File: src/sv/wsd_pkg.sv
// Shared types and constants for the WebSocket frame deframer.
// No dependencies; imported by every module of the block.
package wsd_pkg;

  // Parser phase of the front end
  typedef enum logic [2:0] {
    PH_HDR0    = 3'd0,
    PH_HDR1    = 3'd1,
    PH_EXT     = 3'd2,
    PH_MASK    = 3'd3,
    PH_PAYLOAD = 3'd4,
    PH_CLOSED  = 3'd5
  } phase_e;

  // Result kind as seen on the output port
  typedef enum logic [1:0] {
    KIND_DATA  = 2'd0,
    KIND_EMPTY = 2'd1,
    KIND_CLOSE = 2'd2
  } kind_e;

  localparam logic [3:0] OPCODE_MASK = 4'hF;
  localparam logic [3:0] OP_TEXT     = 4'h1;
  localparam logic [3:0] OP_CLOSE    = 4'h8;
  localparam logic [6:0] LEN7_MASK   = 7'h7F;
  localparam logic [6:0] LEN7_EXT16  = 7'd126;
  localparam logic [6:0] LEN7_EXT64  = 7'd127;
  localparam logic [3:0] EXT16_BYTES = 4'd2;
  localparam logic [3:0] EXT64_BYTES = 4'd8;

  // Queue between front and back
  localparam int unsigned QUEUE_DEPTH = 2;
  localparam int unsigned QPTR_W      = 1;

  // One command from front to back: raw byte, its mask key byte, kind, last flag
  typedef struct packed {
    logic [7:0] data;
    logic [7:0] key;
    kind_e      kind;
    logic       last;
  } wsd_cmd_t;

endpackage

File: src/sv/websocket_frame_deframer.sv
// Top level of the WebSocket client-frame deframer and unmasker.
// Depends on wsd_pkg, wsd_front, wsd_queue and wsd_back.
//
//  channel | direction | handshake              | payload
//  --------+-----------+------------------------+-----------------------------------
//  in      | sink      | in_valid_i/in_stall_o  | in_byte_i
//  out     | source    | out_valid_o/out_stall_i| out_byte_o, out_kind_o, frame_last_o
//
// One byte is taken per clock while the queue is not full; the parser updates
// its state in the cycle of acceptance, the matching result is written into
// the queue at the accepting edge and then loaded into the output register.
// Sustained rate is one item per cycle while the output is not stalled, set by
// the parser step and the length-counter decrement.
// Reset (rst_ni low, asynchronous) returns the parser to the first header
// byte, clears the mask key and empties the queue and output register.
// The input stalls only while the two-entry queue is full, so an output
// stall reaches the input after the output register and queue fill up.
module websocket_frame_deframer
  import wsd_pkg::*;
#(
  parameter int unsigned LENGTH_BITS = 64
) (
  input  logic       clk_i,
  input  logic       rst_ni,
  input  logic       in_valid_i,
  output logic       in_stall_o,
  input  logic [7:0] in_byte_i,
  output logic       out_valid_o,
  input  logic       out_stall_i,
  output logic [7:0] out_byte_o,
  output logic [1:0] out_kind_o,
  output logic       frame_last_o
);

  // Front to queue
  logic     q_push;
  wsd_cmd_t q_push_cmd;
  logic     q_full;
  // Queue to back
  logic     q_pop;
  logic     q_empty;
  wsd_cmd_t q_head;

  // Parse headers, track length and mask key, classify each byte
  wsd_front #(
    .LENGTH_BITS(LENGTH_BITS)
  ) u_front (
    .clk_i     (clk_i),
    .rst_ni    (rst_ni),
    .in_valid_i(in_valid_i),
    .in_stall_o(in_stall_o),
    .in_byte_i (in_byte_i),
    .q_full_i  (q_full),
    .q_push_o  (q_push),
    .q_cmd_o   (q_push_cmd)
  );

  // Decouple parser from output backpressure
  wsd_queue u_queue (
    .clk_i     (clk_i),
    .rst_ni    (rst_ni),
    .push_i    (q_push),
    .push_cmd_i(q_push_cmd),
    .full_o    (q_full),
    .pop_i     (q_pop),
    .empty_o   (q_empty),
    .head_o    (q_head)
  );

  // Unmask and hold the result until taken
  wsd_back u_back (
    .clk_i       (clk_i),
    .rst_ni      (rst_ni),
    .q_empty_i   (q_empty),
    .q_head_i    (q_head),
    .q_pop_o     (q_pop),
    .out_valid_o (out_valid_o),
    .out_stall_i (out_stall_i),
    .out_byte_o  (out_byte_o),
    .out_kind_o  (out_kind_o),
    .frame_last_o(frame_last_o)
  );

endmodule

File: src/sv/wsd_front.sv
// Front end of the deframer: header, extended length and mask parser.
// Depends on wsd_pkg; pushes result commands into wsd_queue.
module wsd_front
  import wsd_pkg::*;
#(
  parameter int unsigned LENGTH_BITS = 64
) (
  input  logic     clk_i,
  input  logic     rst_ni,
  input  logic     in_valid_i,
  output logic     in_stall_o,
  input  logic [7:0] in_byte_i,
  input  logic     q_full_i,
  output logic     q_push_o,
  output wsd_cmd_t q_cmd_o
);

  phase_e                 phase_q, phase_d;
  logic                   is_text_q, is_text_d;
  logic [3:0]             ext_left_q, ext_left_d;
  logic [LENGTH_BITS-1:0] remain_q, remain_d;
  logic [7:0]             key_q [4];
  logic [7:0]             key_d [4];
  logic [1:0]             idx_q, idx_d;

  logic       accept;
  logic [3:0] opcode;
  logic [6:0] len7;

  assign in_stall_o = q_full_i;
  assign accept     = in_valid_i & ~q_full_i;
  assign opcode     = in_byte_i[3:0] & OPCODE_MASK;
  assign len7       = in_byte_i[6:0] & LEN7_MASK;

  always_comb begin
    phase_d    = phase_q;
    is_text_d  = is_text_q;
    ext_left_d = ext_left_q;
    remain_d   = remain_q;
    key_d      = key_q;
    idx_d      = idx_q;
    q_push_o   = 1'b0;
    q_cmd_o    = '{data: 8'd0, key: 8'd0, kind: KIND_DATA, last: 1'b1};
    if (accept) begin
      unique case (phase_q)
        PH_HDR0: begin
          if (opcode == OP_CLOSE) begin
            phase_d      = PH_CLOSED;
            q_push_o     = 1'b1;
            q_cmd_o.kind = KIND_CLOSE;
          end else begin
            is_text_d = (opcode == OP_TEXT);
            phase_d   = PH_HDR1;
          end
        end
        PH_HDR1: begin
          idx_d    = 2'd0;
          remain_d = '0;
          priority if (len7 == LEN7_EXT16) begin
            ext_left_d = EXT16_BYTES;
            phase_d    = PH_EXT;
          end else if (len7 == LEN7_EXT64) begin
            ext_left_d = EXT64_BYTES;
            phase_d    = PH_EXT;
          end else begin
            ext_left_d = 4'd0;
            remain_d   = {{(LENGTH_BITS-7){1'b0}}, len7};
            phase_d    = PH_MASK;
          end
        end
        PH_EXT: begin
          // Shift in big-endian; bits above LENGTH_BITS fall off
          remain_d   = {remain_q[LENGTH_BITS-9:0], in_byte_i};
          ext_left_d = ext_left_q - 4'd1;
          if (ext_left_q == 4'd1) begin
            phase_d = PH_MASK;
          end
        end
        PH_MASK: begin
          key_d[idx_q] = in_byte_i;
          idx_d        = idx_q + 2'd1;
          if (idx_q == 2'd3) begin
            if (remain_q == '0) begin
              phase_d = PH_HDR0;
              if (is_text_q) begin
                q_push_o     = 1'b1;
                q_cmd_o.kind = KIND_EMPTY;
              end
            end else begin
              phase_d = PH_PAYLOAD;
            end
          end
        end
        PH_PAYLOAD: begin
          idx_d    = idx_q + 2'd1;
          remain_d = remain_q - {{(LENGTH_BITS-1){1'b0}}, 1'b1};
          if (remain_q == {{(LENGTH_BITS-1){1'b0}}, 1'b1}) begin
            phase_d = PH_HDR0;
          end
          q_push_o     = is_text_q;
          q_cmd_o.data = in_byte_i;
          q_cmd_o.key  = key_q[idx_q];
          q_cmd_o.kind = KIND_DATA;
          q_cmd_o.last = (remain_q == {{(LENGTH_BITS-1){1'b0}}, 1'b1});
        end
        PH_CLOSED: begin
          // drop everything until reset
        end
        default: begin
          phase_d = PH_CLOSED;
        end
      endcase
    end
  end

  always_ff @(posedge clk_i or negedge rst_ni) begin
    if (!rst_ni) begin
      phase_q    <= PH_HDR0;
      is_text_q  <= 1'b0;
      ext_left_q <= 4'd0;
      remain_q   <= '0;
      key_q      <= '{default: 8'd0};
      idx_q      <= 2'd0;
    end else begin
      phase_q    <= phase_d;
      is_text_q  <= is_text_d;
      ext_left_q <= ext_left_d;
      remain_q   <= remain_d;
      key_q      <= key_d;
      idx_q      <= idx_d;
    end
  end

endmodule

File: src/sv/wsd_queue.sv
// Two-entry command queue between parser front end and output back end.
// Depends on wsd_pkg for the command type and depth.
module wsd_queue
  import wsd_pkg::*;
(
  input  logic     clk_i,
  input  logic     rst_ni,
  input  logic     push_i,
  input  wsd_cmd_t push_cmd_i,
  output logic     full_o,
  input  logic     pop_i,
  output logic     empty_o,
  output wsd_cmd_t head_o
);

  localparam logic [QPTR_W:0] DepthCnt = (QPTR_W+1)'(QUEUE_DEPTH);
  localparam logic [QPTR_W:0] CntOne   = (QPTR_W+1)'(1);

  wsd_cmd_t          mem [QUEUE_DEPTH];
  logic [QPTR_W-1:0] wr_ptr_q, rd_ptr_q;
  logic [QPTR_W:0]   count_q;

  assign full_o  = (count_q == DepthCnt);
  assign empty_o = (count_q == '0);
  assign head_o  = mem[rd_ptr_q];

  always_ff @(posedge clk_i) begin
    if (push_i) begin
      mem[wr_ptr_q] <= push_cmd_i;
    end
  end

  always_ff @(posedge clk_i or negedge rst_ni) begin
    if (!rst_ni) begin
      wr_ptr_q <= '0;
      rd_ptr_q <= '0;
      count_q  <= '0;
    end else begin
      if (push_i) begin
        wr_ptr_q <= wr_ptr_q + 1'b1;
      end
      if (pop_i) begin
        rd_ptr_q <= rd_ptr_q + 1'b1;
      end
      unique case ({push_i, pop_i})
        2'b10:   count_q <= count_q + CntOne;
        2'b01:   count_q <= count_q - CntOne;
        default: count_q <= count_q;
      endcase
    end
  end

endmodule

File: src/sv/wsd_back.sv
// Back end of the deframer: unmasks queued commands into the output register.
// Depends on wsd_pkg; drains wsd_queue.
module wsd_back
  import wsd_pkg::*;
(
  input  logic       clk_i,
  input  logic       rst_ni,
  input  logic       q_empty_i,
  input  wsd_cmd_t   q_head_i,
  output logic       q_pop_o,
  output logic       out_valid_o,
  input  logic       out_stall_i,
  output logic [7:0] out_byte_o,
  output logic [1:0] out_kind_o,
  output logic       frame_last_o
);

  logic       valid_q, valid_d;
  logic [7:0] byte_q;
  kind_e      kind_q;
  logic       last_q;

  // Load a new result when the register is empty or being taken
  assign q_pop_o = ~q_empty_i & (~valid_q | ~out_stall_i);
  assign valid_d = q_pop_o | (valid_q & out_stall_i);

  always_ff @(posedge clk_i or negedge rst_ni) begin
    if (!rst_ni) begin
      valid_q <= 1'b0;
    end else begin
      valid_q <= valid_d;
    end
  end

  always_ff @(posedge clk_i) begin
    if (q_pop_o) begin
      byte_q <= q_head_i.data ^ q_head_i.key;
      kind_q <= q_head_i.kind;
      last_q <= q_head_i.last;
    end
  end

  assign out_valid_o  = valid_q;
  assign out_byte_o   = byte_q;
  assign out_kind_o   = kind_q;
  assign frame_last_o = last_q;

endmodule
File: config.mk
export PLATFORM = sky130hd
export DESIGN_NAME = websocket_frame_deframer
export DESIGN_NICKNAME = d
export VERILOG_FILES = /design/src/sv/wsd_pkg.sv /design/src/sv/websocket_frame_deframer.sv /design/src/sv/wsd_front.sv /design/src/sv/wsd_queue.sv /design/src/sv/wsd_back.sv
export SDC_FILE = /design/constraint.sdc
export NUM_CORES = 1
export LEC_CHECK = 0
export BUFFER_PORTS_ARGS = -buffer_cell sky130_fd_sc_hd__buf_2
export CORE_MARGIN = 5
export CORE_UTILIZATION = 55
export CTS_CLUSTER_SIZE = 16
export DETAILED_ROUTE_END_ITERATION = 7
export PLACE_DENSITY = 0.77
export SLEW_MARGIN = 40
export SYNTH_ARGS = -nofsm -noshare
export SYNTH_HDL_FRONTEND = slang
export SYNTH_SLANG_ARGS = --single-unit
File: constraint.sdc
create_clock -name clk_i -period 5.7 [get_ports clk_i]
set_clock_uncertainty 0.1 [all_clocks]
set_input_delay 1.14 -clock clk_i [delete_from_list [all_inputs] [get_ports clk_i]]
set_output_delay 1.14 -clock clk_i [all_outputs]
set_load 0.1 [all_outputs]
==> flow_summary.rst, run 1 <==
.. list-table::
   :header-rows: 1

   * - Metric
     - Value
   * - Wire length of the first global-routing pass
     - 34,000 um
   * - Cell with the most instances after synthesis
     - dfrtp_1
   * - Utilization after layout
     - 61.3%
   * - Endpoint, Worst Hold
     - u_queue.count_q[1]
   * - Avg WL per Cell
     - 19.9 um
   * - Number of rows created at floorplan
     - 45
   * - Switch Pwr
     - 2.22 mW
   * - Ant. Diodes
     - 0
   * - Most frequent CP cell
     - ha_1
   * - Syn_nets
     - 846
   * - Critical path launch point type
     - flip-flop
   * - Overall fraction of global-route tracks in use
     - 23.6%
   * - Share of total power in sequential cells
     - 37.3%
   * - Kind of critical path
     - flip-flop to flip-flop
   * - Number of clock sinks
     - 160
   * - Post-detailed-route via-to-cell ratio
     - 6.63
   * - Unrepaired setup endpoints after global routing
     - false
   * - Total die area
     - 0.0178 sq mm
   * - Synth Instances
     - 825
   * - Worst-path fanout max
     - 11
   * - Static Leakage
     - 3.82 nW
   * - Post-synth cell types
     - 63
   * - Sum of net half-perimeters after detailed placement
     - 13,600 um
   * - Max VDD drop
     - 0.000266 V
   * - Count of fill cells added during filler insertion
     - 1,199
   * - I/O pin total
     - 25
   * - Register-to-Register Path Depth
     - 10
   * - Horizontal die dimension
     - 133 um
   * - Max-slew headroom
     - 46.3%
   * - Register bit total from synthesis
     - 160
   * - Cts-stage hold buffer count
     - 0
   * - Initial antenna violation count
     - 0
   * - Core Region
     - 0.0150 sq mm
   * - Fin crit share
     - 64.1%
   * - Number of clock buffers inserted by TritonCTS
     - 17
   * - Aggregate routed wire length
     - 20,500 um
   * - Number of gates resized after CTS
     - 0
   * - Mean instance size in the synthesized netlist
     - 10.1 sq um
   * - Worst-path clk slew
     - 0.06 ns
   * - DRC violation total after the first TritonRoute iteration
     - 705
   * - Clock Path Buffers
     - 2
   * - Number of H-tree branching levels
     - 4
   * - Routability cong.
     - 0.907
   * - Data required, critical path
     - 5.95 ns
   * - Part of the Yosys area used for sequential elements
     - 50.8%
   * - Largest area contributor in the netlist
     - dfrtp_1
   * - Number of global-route vias before repair
     - 6,528
   * - Final worst path period need
     - 3.65 ns
   * - Max Transition Viols Final
     - 0
   * - Synth area leaders
     - dfrtp_1, edfxtp_1, mux2_2, o21ai_0, nand2_1
   * - Die Ht
     - 133 um
   * - Total via count in the routed design
     - 6,830
   * - Summed negative setup slack over all endpoints
     - 0 ns
   * - Power density normalized to cell area
     - 538 mW/mm^2
   * - Cell area after technology mapping
     - 0.00836 sq mm
   * - Internal power of the cells
     - 2.74 mW
   * - Reg-to-reg slack, setup
     - 2.05 ns
   * - Area fraction of the dominant cell type after synthesis
     - 33.2%
   * - End of the worst register-to-register path
     - u_queue.count_q[1]
   * - TritonCTS clock tree
     - yes
   * - Switching share of power
     - 44.8%
   * - Power share of the clock group
     - 21.7%
   * - CP Cell Sequence
     - inv_1 > ha_1 > nor4b_1 > nand4_1 > nor4_1 > nand3_1 > a21o_1 > ha_1 > nor2_1 > xor2_1
   * - Total of warnings raised by yosys
     - 0
   * - Buffers inserted by post-CTS timing repair
     - 0
   * - Most frequent cells after synthesis
     - dfrtp_1, nand2_1, o21ai_0
   * - Fraction of registers with async set/reset
     - 69.4%
   * - Result of the run
     - completed
   * - Clock latency on the worst-skew pair
     - 0.43 ns
   * - Total setup violations reported at the end of the flow
     - 0
   * - Total count of hold-check failures in the final report
     - 0
   * - Predominant post-synthesis flop cell
     - dfrtp_1
   * - Pin count of the biggest net entering global routing
     - 64
   * - Net total in the final layout
     - 850
   * - Root Buffer Master
     - clkbuf_16
   * - Slew at the pin closest to its max-slew limit
     - 0.804 ns
   * - Share of final-layout standard cells stronger than drive strength 1
     - 14.6%
   * - Worst path max stage delay
     - 0.68 ns
   * - Sum of overflow across all layers after global routing
     - 0
   * - Cell type group with the largest total delay on the critical path
     - simple AND/OR/NAND/NOR gates
   * - Worst hold stages
     - 1
   * - Slowest stage cell, crit path
     - nor4_1
   * - Post-synthesis to final-layout area growth
     - 10.3%
   * - Start point of the worst min-delay path
     - u_queue.count_q[1]
   * - Kind of end point of the critical path
     - flip-flop
   * - Length of the first detailed-routing pass in iterations
     - 5
   * - Max Freq
     - 274 MHz
   * - Quantity of I/O buffers inserted on ports
     - 24
   * - Max-cap viol count
     - 0
   * - Initial standard-cell utilization of the core
     - 55.6%
   * - Launch instance of the worst register-to-register path
     - u_front.remain_q[0]
   * - Crit path arrival time
     - 3.91 ns
   * - Number of nets with antenna violations after routing
     - 0
   * - DRC violation count after routing
     - 0
   * - Type of the tightest min-delay check
     - flip-flop to flip-flop
   * - Post-synth EDFFs
     - 49
   * - CP bufs+invs
     - 1
   * - Combinational fraction of design power
     - 41.0%
## power by group through the flow
stage | Clock [mW] | Combinational (mW) | Sequential, mW
detailed placement | 0 | 2.00 | 1.86
finish | 1.08 | 2.04 | 1.85
global route | 1.15 | 2.22 | 1.89
global placement | 0 | 1.95 | 1.83
floorplan | 0 | 1.41 | 1.94
CTS | 1.09 | 2.01 | 1.84
## registers in the layout, summed over array words and instances (netlist names)
register	cells
u_back.frame_last_o	1
u_back.out_byte_o	8
u_back.out_kind_o	2
u_back.out_valid_o	1
u_front.ext_left_q	4
u_front.idx_q	2
u_front.is_text_q	1
u_front.key_q	32
u_front.phase_q	3
u_front.remain_q	64
u_queue.count_q	2
u_queue.mem	38
u_queue.rd_ptr_q	1
u_queue.wr_ptr_q	1
## worst max-delay path by stage
stage                    startpoint                  to  slack [ns]  depth (start not counted)
6_report        u_front.remain_q[0]  u_queue.count_q[1]        2.05                         10
5_1_grt         u_front.remain_q[0]  u_queue.mem[1][12]        1.67                          9
4_1_cts         u_front.remain_q[0]  u_queue.mem[1][12]        2.20                          9
3_5_place_dp    u_front.remain_q[0]   u_queue.mem[1][8]        2.22                          9
3_3_place_gp   u_front.remain_q[28]  u_queue.count_q[1]        2.29                          8
2_1_floorplan  u_front.remain_q[35]   u_queue.mem[1][0]        2.24                          7
## cell families after synthesis
family                   count (synthesis)  synth area share [%]
AND/OR/NAND/NOR                        311                  19.1
AO/OA/AOI/OAI                          218                  16.7
flip-flops                             160                  50.8
buffers and inverters                   62                  2.81
multiplexers                            43                  6.87
XOR/XNOR                                22                  2.31
adder cells (fa/ha/maj)                  9                  1.35
## cell type report
| type | instances | area [sq um] | share of cell area, % |
|---|---|---|---|
| sequential | 160 | 4250 | 46.1 |
| multi-input combinational | 603 | 3940 | 42.7 |
| clock buffer | 19 | 443 | 4.80 |
| tap | 188 | 235 | 2.55 |
| timing repair buffer | 33 | 194 | 2.10 |
| clock inverter | 13 | 113 | 1.22 |
| inverter | 14 | 52.6 | 0.570 |
## layer usage
| layer | wire length (um) | global-route usage (%) | share of wire, % |
|---|---|---|---|
| met2 | 9610 | 36.0 | 47 |
| met3 | 1280 | 4.83 | 6.2 |
| met4 | 411 | 8.97 | 2.0 |
| met5 | 0 | 0 | 0 |
| met1 | 9230 | 33.6 | 45 |
## layout by cell type, fill, tap and decap left out, types with 17 or more instances in the layout
cell / netlist / routed
dfrtp_1: 111 / 111
edfxtp_1: 49 / 49
and3_1: 26 / 26
clkbuf_16: 0 / 17
nand2_1: 81 / 81
nor3_1: 29 / 26
buf_2: 2 / 23
a21oi_1: 46 / 45
nor4_1: 21 / 20
nand3_1: 27 / 27
nor2_1: 69 / 69
mux2_2: 35 / 35
o21ai_0: 74 / 74
## stage by stage
| stage | power, mW | setup slack [ns] | instance area (sq um) | cells | hold WS [ns] |
|---|---|---|---|---|---|
| final | 4.96 | 2.05 | 9220 | 1030 | 0.401 |
| after global routing | 5.26 | 1.67 | 9220 | 1030 | 0.411 |
| after CTS | 4.94 | 2.20 | 9210 | 1030 | 0.400 |
| after detailed placement | 3.86 | 2.22 | 8650 | 998 | 0.392 |
| after global placement | 3.79 | 2.29 | 8630 | 998 | 0.374 |
| after floorplan | 3.35 | 2.24 | 8360 | 825 | 0.365 |
## worst register-to-register path, stage by stage, from the launching register on
cell and delay [ns]:
dfrtp_1 0.44, inv_1 0.13, ha_1 0.38, nor4b_1 0.44, nand4_1 0.36, nor4_1 0.68, nand3_1 0.18, a21o_1 0.26
ha_1 0.34, nor2_1 0.14, xor2_1 0.14
(Power assumes the default switching activity.)
==> run 2: changes to the inputs <==
--- a/config.mk
+++ b/config.mk
@@ -10,7 +10,7 @@
 export CORE_UTILIZATION = 55
 export CTS_CLUSTER_SIZE = 16
 export DETAILED_ROUTE_END_ITERATION = 7
-export PLACE_DENSITY = 0.77
+export PLACE_DENSITY = 0.8
 export SLEW_MARGIN = 40
 export SYNTH_ARGS = -nofsm -noshare
 export SYNTH_HDL_FRONTEND = slang
==> constraint.sdc (replaced) <==
create_clock -name clk_i -period 3.1 [get_ports clk_i]
set_clock_uncertainty 0.1 [all_clocks]
set_input_delay 0.62 -clock clk_i [delete_from_list [all_inputs] [get_ports clk_i]]
set_output_delay 0.62 -clock clk_i [all_outputs]
set_load 0.1 [all_outputs]
==> flow_summary.rst, run 2 (synthesized netlist as in run 1, its figures left out) <==
.. list-table::
   :header-rows: 1

   * - Metric
     - Value
   * - Result of the run
     - completed
   * - I/O pin total
     - 25
   * - Post-Place Setup Slack
     - 0.0598 ns
   * - Overall fraction of global-route tracks in use
     - 24.5%
   * - Type of the tightest min-delay check
     - input port to asynchronous set/reset pin
   * - Final worst path period need
     - 2.95 ns
   * - Final WS setup
     - 0.151 ns
   * - Core Region
     - 0.0150 sq mm
   * - Unrepaired setup endpoints after global routing
     - false
   * - Length of the first detailed-routing pass in iterations
     - 6
   * - Utilization after layout
     - 63.5%
   * - Fin crit share
     - 95.1%
   * - Initial antenna violation count
     - 0
   * - Ant. Diodes
     - 0
   * - Max Freq
     - 339 MHz
   * - Sum of overflow across all layers after global routing
     - 0
   * - Horizontal die dimension
     - 133 um
   * - Data required, critical path
     - 3.35 ns
   * - Sum of net half-perimeters after detailed placement
     - 14,200 um
   * - Worst slack on hold paths
     - 0.137 ns
   * - Avg WL per Cell
     - 19.7 um
   * - CP Cell Sequence
     - or4_1 > nand4bb_4 > nor4_2 > nand3_1 > a21o_1 > ha_1 > nor2_1 > xor2_1
   * - Initial standard-cell utilization of the core
     - 55.6%
   * - Total via count in the routed design
     - 7,109
   * - TritonCTS clock tree
     - yes
   * - Crit path arrival time
     - 3.20 ns
   * - Clock latency on the worst-skew pair
     - 0.43 ns
   * - Aggregate routed wire length
     - 21,100 um
   * - Max Transition Viols Final
     - 0
   * - Routability cong.
     - 0.924
   * - Critical path launch point type
     - flip-flop
   * - Max-slew headroom
     - 52.3%
   * - Total count of hold-check failures in the final report
     - 0
   * - Number of clock sinks
     - 160
   * - Wire length of the first global-routing pass
     - 35,100 um
   * - Clock Path Buffers
     - 2
   * - Non-filler instance count after layout
     - 1,070
   * - Static Leakage
     - 4.03 nW
   * - Number of nets with antenna violations after routing
     - 0
   * - Post-synthesis to final-layout area growth
     - 14.3%
   * - Number of clock buffers inserted by TritonCTS
     - 17
   * - Root Buffer Master
     - clkbuf_16
   * - Global routing met2 resource utilization
     - 38.2%
   * - Number of H-tree branching levels
     - 4
   * - Launch instance of the worst register-to-register path
     - u_front.remain_q[37]
   * - Share of final-layout standard cells stronger than drive strength 1
     - 18.5%
   * - Reg-to-reg slack, setup
     - 0.15 ns
   * - DRC violation total after the first TritonRoute iteration
     - 920
   * - Largest register FFs
     - 64
   * - Kind of end point of the critical path
     - flip-flop
   * - Quantity of I/O buffers inserted on ports
     - 24
   * - Number of global-route vias before repair
     - 6,862
   * - Slew at the pin closest to its max-slew limit
     - 0.716 ns
   * - DRC violation count after routing
     - 0
   * - Total setup violations reported at the end of the flow
     - 0
   * - Regs by FF count
     - u_front.remain_q x64, u_queue.mem x38, u_front.key_q x32
   * - Register-to-Register Path Depth
     - 8
   * - Biggest register
     - u_front.remain_q
   * - Power density normalized to cell area
     - 995 mW/mm^2
   * - Post-Place Cells
     - 1,038
   * - Commonest non-fill, non-tap cell in the layout
     - dfrtp_1
   * - Fraction of met3 tracks used by global routing
     - 5.51%
   * - Pin count of the biggest net entering global routing
     - 54
   * - Net total in the final layout
     - 890
   * - Highest-count cells in the layout ignoring fill and taps
     - dfrtp_1, nand2_1, o21ai_0
   * - Met1 Track Usage GR
     - 33.7%
   * - Kind of critical path
     - flip-flop to flip-flop
   * - Global routing's busiest layer
     - met2
   * - Die Ht
     - 133 um
   * - Slowest stage cell, crit path
     - or4_1
   * - Max VDD drop
     - 0.000626 V
   * - Total die area
     - 0.0178 sq mm
   * - Worst-path clk slew
     - 0.07 ns
   * - Number of rows created at floorplan
     - 45
   * - Worst-path fanout max
     - 5
   * - Post-detailed-route via-to-cell ratio
     - 6.64
   * - Worst path max stage delay
     - 0.55 ns
   * - Max-cap viol count
     - 0
   * - Summed negative setup slack over all endpoints
     - 0 ns
   * - End of the worst register-to-register path
     - u_queue.count_q[1]
-- run 2: cell types whose count changed in the layout (fill, tap and decap cells not counted), moves of 2 or more --
cell / change
nor2_2: +2
clkinv_4: +3
nor2_1: -2
inv_8: +2
buf_12: +2
buf_4: +39
inv_6: -4
-- run 2: repair_timing --
action                                  4_1_cts  5_1_grt
setup buffers                                 0        0
gates resized for setup                       0        3
endpoints found under the setup margin        0       40
hold buffers                                  0        0
-- run 2: stage by stage --
stage / total power [mW] / area (sq um)
after global placement: 7.23 / 8960
after global routing: 10.0 / 9550
final: 9.51 / 9550
after CTS: 9.41 / 9530
after detailed placement: 7.34 / 8960
after floorplan: 6.16 / 8360
-- run 2: power breakdown --
| part | internal, mW | total, mW | switching (mW) |
|---|---|---|---|
| clock network | 1.14 | 2.05 | 0.915 |
| registers | 2.74 | 3.32 | 0.586 |
| logic | 1.45 | 4.13 | 2.67 |
| total | 5.33 | 9.51 | 4.17 |
-- run 2: metal layers --
metal / wire length, um / part of all wire (%)
met5: 0 / 0
met4: 524 / 2.5
met3: 1730 / 8.2
met2: 9920 / 47
met1: 8950 / 42
-- run 2: critical path, delay by kind of cell, from the launching register on --
kind	cells	cell delay, ns
simple gates	5	1.60
fa+ha+maj	1	0.34
flops	1	0.42
compound gates	1	0.26
xor+xnor	1	0.16
-- run 2: cell type report --
class | count | area, sq um
Clock buffer | 19 | 433
Inverter | 14 | 52.6
Tap cell | 188 | 235
Clock inverter | 13 | 144
Sequential cell | 160 | 4250
Timing Repair Buffer | 73 | 515
Multi-Input combinational cell | 603 | 3920
Fill cell | 1139 | 5480
-- run 2: worst max-delay path by stage --
| stage | startpoint | endpoint | slack [ns] | depth (start not counted) |
|---|---|---|---|---|
| floorplan | u_front.remain_q[35] | u_queue.mem[0][0] | -0.06 | 7 |
| global placement | u_front.remain_q[37] | u_queue.count_q[1] | 0.15 | 8 |
| detailed placement | u_front.remain_q[37] | u_queue.count_q[1] | 0.06 | 8 |
| CTS | u_front.remain_q[37] | u_queue.count_q[1] | 0.02 | 8 |
| global route | u_front.remain_q[37] | u_queue.count_q[1] | 0.01 | 8 |
| finish | u_front.remain_q[37] | u_queue.count_q[1] | 0.15 | 8 |
==> run 3: changes to the inputs <==
--- a/config.mk
+++ b/config.mk
@@ -5,8 +5,9 @@
 export SDC_FILE = /design/constraint.sdc
 export NUM_CORES = 1
 export LEC_CHECK = 0
+export ABC_CLOCK_PERIOD_IN_PS = 3100
 export BUFFER_PORTS_ARGS = -buffer_cell sky130_fd_sc_hd__buf_2
-export CORE_MARGIN = 5
+export CORE_MARGIN = 3
 export CORE_UTILIZATION = 55
 export CTS_CLUSTER_SIZE = 16
 export DETAILED_ROUTE_END_ITERATION = 7
@@ -14,4 +15,5 @@
 export SLEW_MARGIN = 40
 export SYNTH_ARGS = -nofsm -noshare
 export SYNTH_HDL_FRONTEND = slang
+export SYNTH_HIERARCHICAL = 1
 export SYNTH_SLANG_ARGS = --single-unit
==> flow_summary.rst, run 3 <==
.. list-table::
   :header-rows: 1

   * - Metric
     - Value
   * - Post-synth cell types
     - 66
   * - Switch Pwr
     - 5.42 mW
   * - Critical path launch point type
     - flip-flop
   * - Initial antenna violation count
     - 1
   * - Number of clock buffers inserted by TritonCTS
     - 17
   * - Combinational family with the most area after synthesis
     - simple AND/OR/NAND/NOR gates
   * - Register-to-Register Path Depth
     - 7
   * - Clock Path Buffers
     - 2
   * - Die Ht
     - 132 um
   * - Cell with the most instances after synthesis
     - dfrtp_1
   * - DRC violation total after the first TritonRoute iteration
     - 876
   * - Number of nets with antenna violations after routing
     - 0
   * - Commonest non-fill, non-tap cell in the layout
     - dfrtp_1
   * - Number of rows created at floorplan
     - 45
   * - Cell area after technology mapping
     - 0.00876 sq mm
   * - Static Leakage
     - 4.14 nW
   * - Pin count of the biggest net entering global routing
     - 80
   * - Count of fill cells added during filler insertion
     - 1,144
   * - Multiplexer fraction of the synthesized cell area
     - 9.07%
   * - Total of warnings raised by yosys
     - 6
   * - Unrepaired setup endpoints after global routing
     - false
   * - Part of the Yosys area used for sequential elements
     - 48.5%
   * - Synth Instances
     - 863
   * - Register bit total from synthesis
     - 160
   * - Synth area leaders
     - dfrtp_1, edfxtp_1, mux2_2, o21ai_0, nand2_1
   * - Power share of the clock group
     - 17.4%
   * - Avg WL per Cell
     - 20.9 um
   * - Area share of and/or/nand/nor cells after synthesis
     - 20.5%
   * - Root Buffer Master
     - clkbuf_16
   * - Largest area contributor in the netlist
     - dfrtp_1
   * - Max VDD drop
     - 0.000659 V
   * - Routability cong.
     - 0.951
   * - Total count of hold-check failures in the final report
     - 0
   * - Ant. Diodes
     - 0
   * - Worst-path clk slew
     - 0.07 ns
   * - Crit path arrival time
     - 3.27 ns
   * - Reg-to-reg slack, setup
     - 0.09 ns
   * - Number of global-route vias before repair
     - 7,145
   * - Wire length of the first global-routing pass
     - 37,700 um
   * - Max-slew headroom
     - 46.5%
   * - Max Transition Viols Final
     - 0
   * - Net total in the final layout
     - 919
   * - Length of the first detailed-routing pass in iterations
     - 5
   * - Share of final-layout standard cells stronger than drive strength 1
     - 21.9%
   * - End of the worst register-to-register path
     - u_front/remain_q[42]
   * - Quantity of I/O buffers inserted on ports
     - 24
   * - Area fraction of the dominant cell type after synthesis
     - 31.7%
   * - Global routing's busiest layer
     - met2
   * - Max-cap viol count
     - 0
   * - Sum of overflow across all layers after global routing
     - 0
   * - Biggest register
     - u_front/remain_q
   * - Kind of critical path
     - flip-flop to flip-flop
   * - Predominant post-synthesis flop cell
     - dfrtp_1
   * - Post-detailed-route via-to-cell ratio
     - 6.69
   * - Total via count in the routed design
     - 7,504
   * - Initial standard-cell utilization of the core
     - 57.0%
   * - Fin crit share
     - 97.2%
   * - Mean instance size in the synthesized netlist
     - 10.2 sq um
   * - Result of the run
     - completed
   * - Number of clock sinks
     - 160
   * - Combinational fraction of design power
     - 51.9%
   * - Slew at the pin closest to its max-slew limit
     - 0.802 ns
   * - Kind of end point of the critical path
     - flip-flop
   * - Total die area
     - 0.0175 sq mm
   * - Worst-path fanout max
     - 7
   * - Fraction of registers with async set/reset
     - 69.4%
   * - Global routing met2 resource utilization
     - 41.6%
   * - Aggregate routed wire length
     - 23,400 um
   * - Summed negative setup slack over all endpoints
     - 0 ns
   * - Final worst path period need
     - 3.01 ns
   * - Sum of net half-perimeters after detailed placement
     - 15,600 um
   * - Total setup violations reported at the end of the flow
     - 0
   * - Post-synth EDFFs
     - 49
   * - Core Region
     - 0.0154 sq mm
   * - Internal power of the cells
     - 6.19 mW
   * - Clock latency on the worst-skew pair
     - 0.43 ns
   * - Type of the tightest min-delay check
     - input port to asynchronous set/reset pin
   * - Data required, critical path
     - 3.36 ns
   * - Compound-cell area share of the yosys netlist
     - 15.3%
   * - Most frequent cells after synthesis
     - dfrtp_1, nand2_1, clkbuf_1, o21ai_0, nor2_1
   * - Highest-count cells in the layout ignoring fill and taps
     - dfrtp_1, nand2_1, o21ai_0
   * - Syn_nets
     - 885
   * - Overall fraction of global-route tracks in use
     - 26.9%
   * - Number of H-tree branching levels
     - 4
   * - Utilization after layout
     - 64.9%
   * - Post-synthesis xor/xnor area fraction
     - 1.40%
   * - Fraction of met3 tracks used by global routing
     - 6.22%
   * - Horizontal die dimension
     - 132 um
   * - Switching share of power
     - 46.7%
   * - Synth Area in Adders
     - 1.43%
   * - Share of total power in sequential cells
     - 30.7%
   * - Regs by FF count
     - u_front/remain_q x64, u_queue/mem x38, u_front/key_q x32
   * - Max Freq
     - 332 MHz
   * - Post-synthesis to final-layout area growth
     - 13.9%
   * - DRC violation count after routing
     - 0
   * - Launch instance of the worst register-to-register path
     - u_front/remain_q[1]
   * - TritonCTS clock tree
     - yes
   * - Met1 Track Usage GR
     - 36.5%
   * - Largest register FFs
     - 64
   * - Power density normalized to cell area
     - 1160 mW/mm^2
   * - I/O pin total
     - 25
## run 3: changes by cell type in the layout (fill, tap and decap cells not counted), sizes merged, moves of 16 or more
cell and change:
and2 +27, and3 -20, mux2 +16, nand2 -23
o21ai -17, or3 +16
## run 3: how the worst max path moves through the flow
stage                              start                   end  slack (ns)  depth (start not counted)
floorplan           u_front/remain_q[43]     u_queue/mem[0][0]        0.03                          8
global placement    u_front/remain_q[60]     u_queue/mem[1][5]        0.04                          6
detailed placement  u_front/remain_q[60]     u_queue/mem[1][4]       0.001                          6
CTS                 u_front/remain_q[60]     u_queue/mem[1][3]        0.04                          6
global route         u_front/remain_q[5]    u_queue/count_q[1]        0.01                         10
finish               u_front/remain_q[1]  u_front/remain_q[42]        0.09                          7
## run 3: critical path, cell delays in order, from the launching register on
cell,delay (ns)
dfrtp_1,0.43
inv_1,0.16
ha_1,0.26
or3b_2,0.56
nor4_1,0.49
nand4_1,0.42
o31ai_1,0.33
a22o_1,0.19
## run 3: layout make-up
class	count	area (sq um)	area share [%]
sequential	160	4250	42.6
inverter	14	52.6	0.527
multi-input combinational	621	4240	42.5
tap	211	264	2.65
clock buffer	17	425	4.26
timing repair buffer	83	603	6.04
clock inverter	15	146	1.47
## run 3: metrics by stage
step                std cells  area, sq um  hold slack, ns  setup slack [ns]  power [mW]
finish                   1121         9980          0.0327            0.0861        11.6
floorplan                 863         8790           0.224            0.0318        7.55
detailed placement       1089         9390           0.385           0.00109        9.36
CTS                      1121         9960          0.0453            0.0371        11.4
global route             1121         9980          0.0554            0.0128        12.3
global placement         1089         9390           0.375            0.0381        9.24
## run 3: power by group through the flow
stage / registers [mW] / logic, mW / clock network [mW]
after floorplan: 3.77 / 3.78 / 0
after global placement: 3.51 / 5.73 / 0
after detailed placement: 3.56 / 5.80 / 0
after CTS: 3.53 / 5.87 / 2.04
final: 3.57 / 6.03 / 2.02
after global routing: 3.64 / 6.49 / 2.13
## run 3: kinds of logic (layout without fill, tap and decap cells)
logic type | after synthesis | count (layout)
adders and majority gates | 10 | 10
AOI/OAI and AO/OA | 204 | 204
DFF | 160 | 160
and+or+nand+nor | 330 | 330
xor gates and xnor gates | 14 | 14
muxes | 63 | 63
buffers and inverters | 82 | 129
## run 3: layer usage
| metal | share of wire, % | wire length (um) |
|---|---|---|
| met5 | 0.030 | 7 |
| met4 | 4.1 | 950 |
| met3 | 9.7 | 2270 |
| met2 | 46 | 10800 |
| met1 | 40 | 9460 |
## run 3: what timing repair did
item / CTS / global route
pin swaps: 0 / 1
endpoints found under the setup margin: 20 / 40
setup buffers: 0 / 0
hold buffers: 0 / 0
gates resized for setup: 1 / 3
endpoints found under the hold margin: 0 / 0
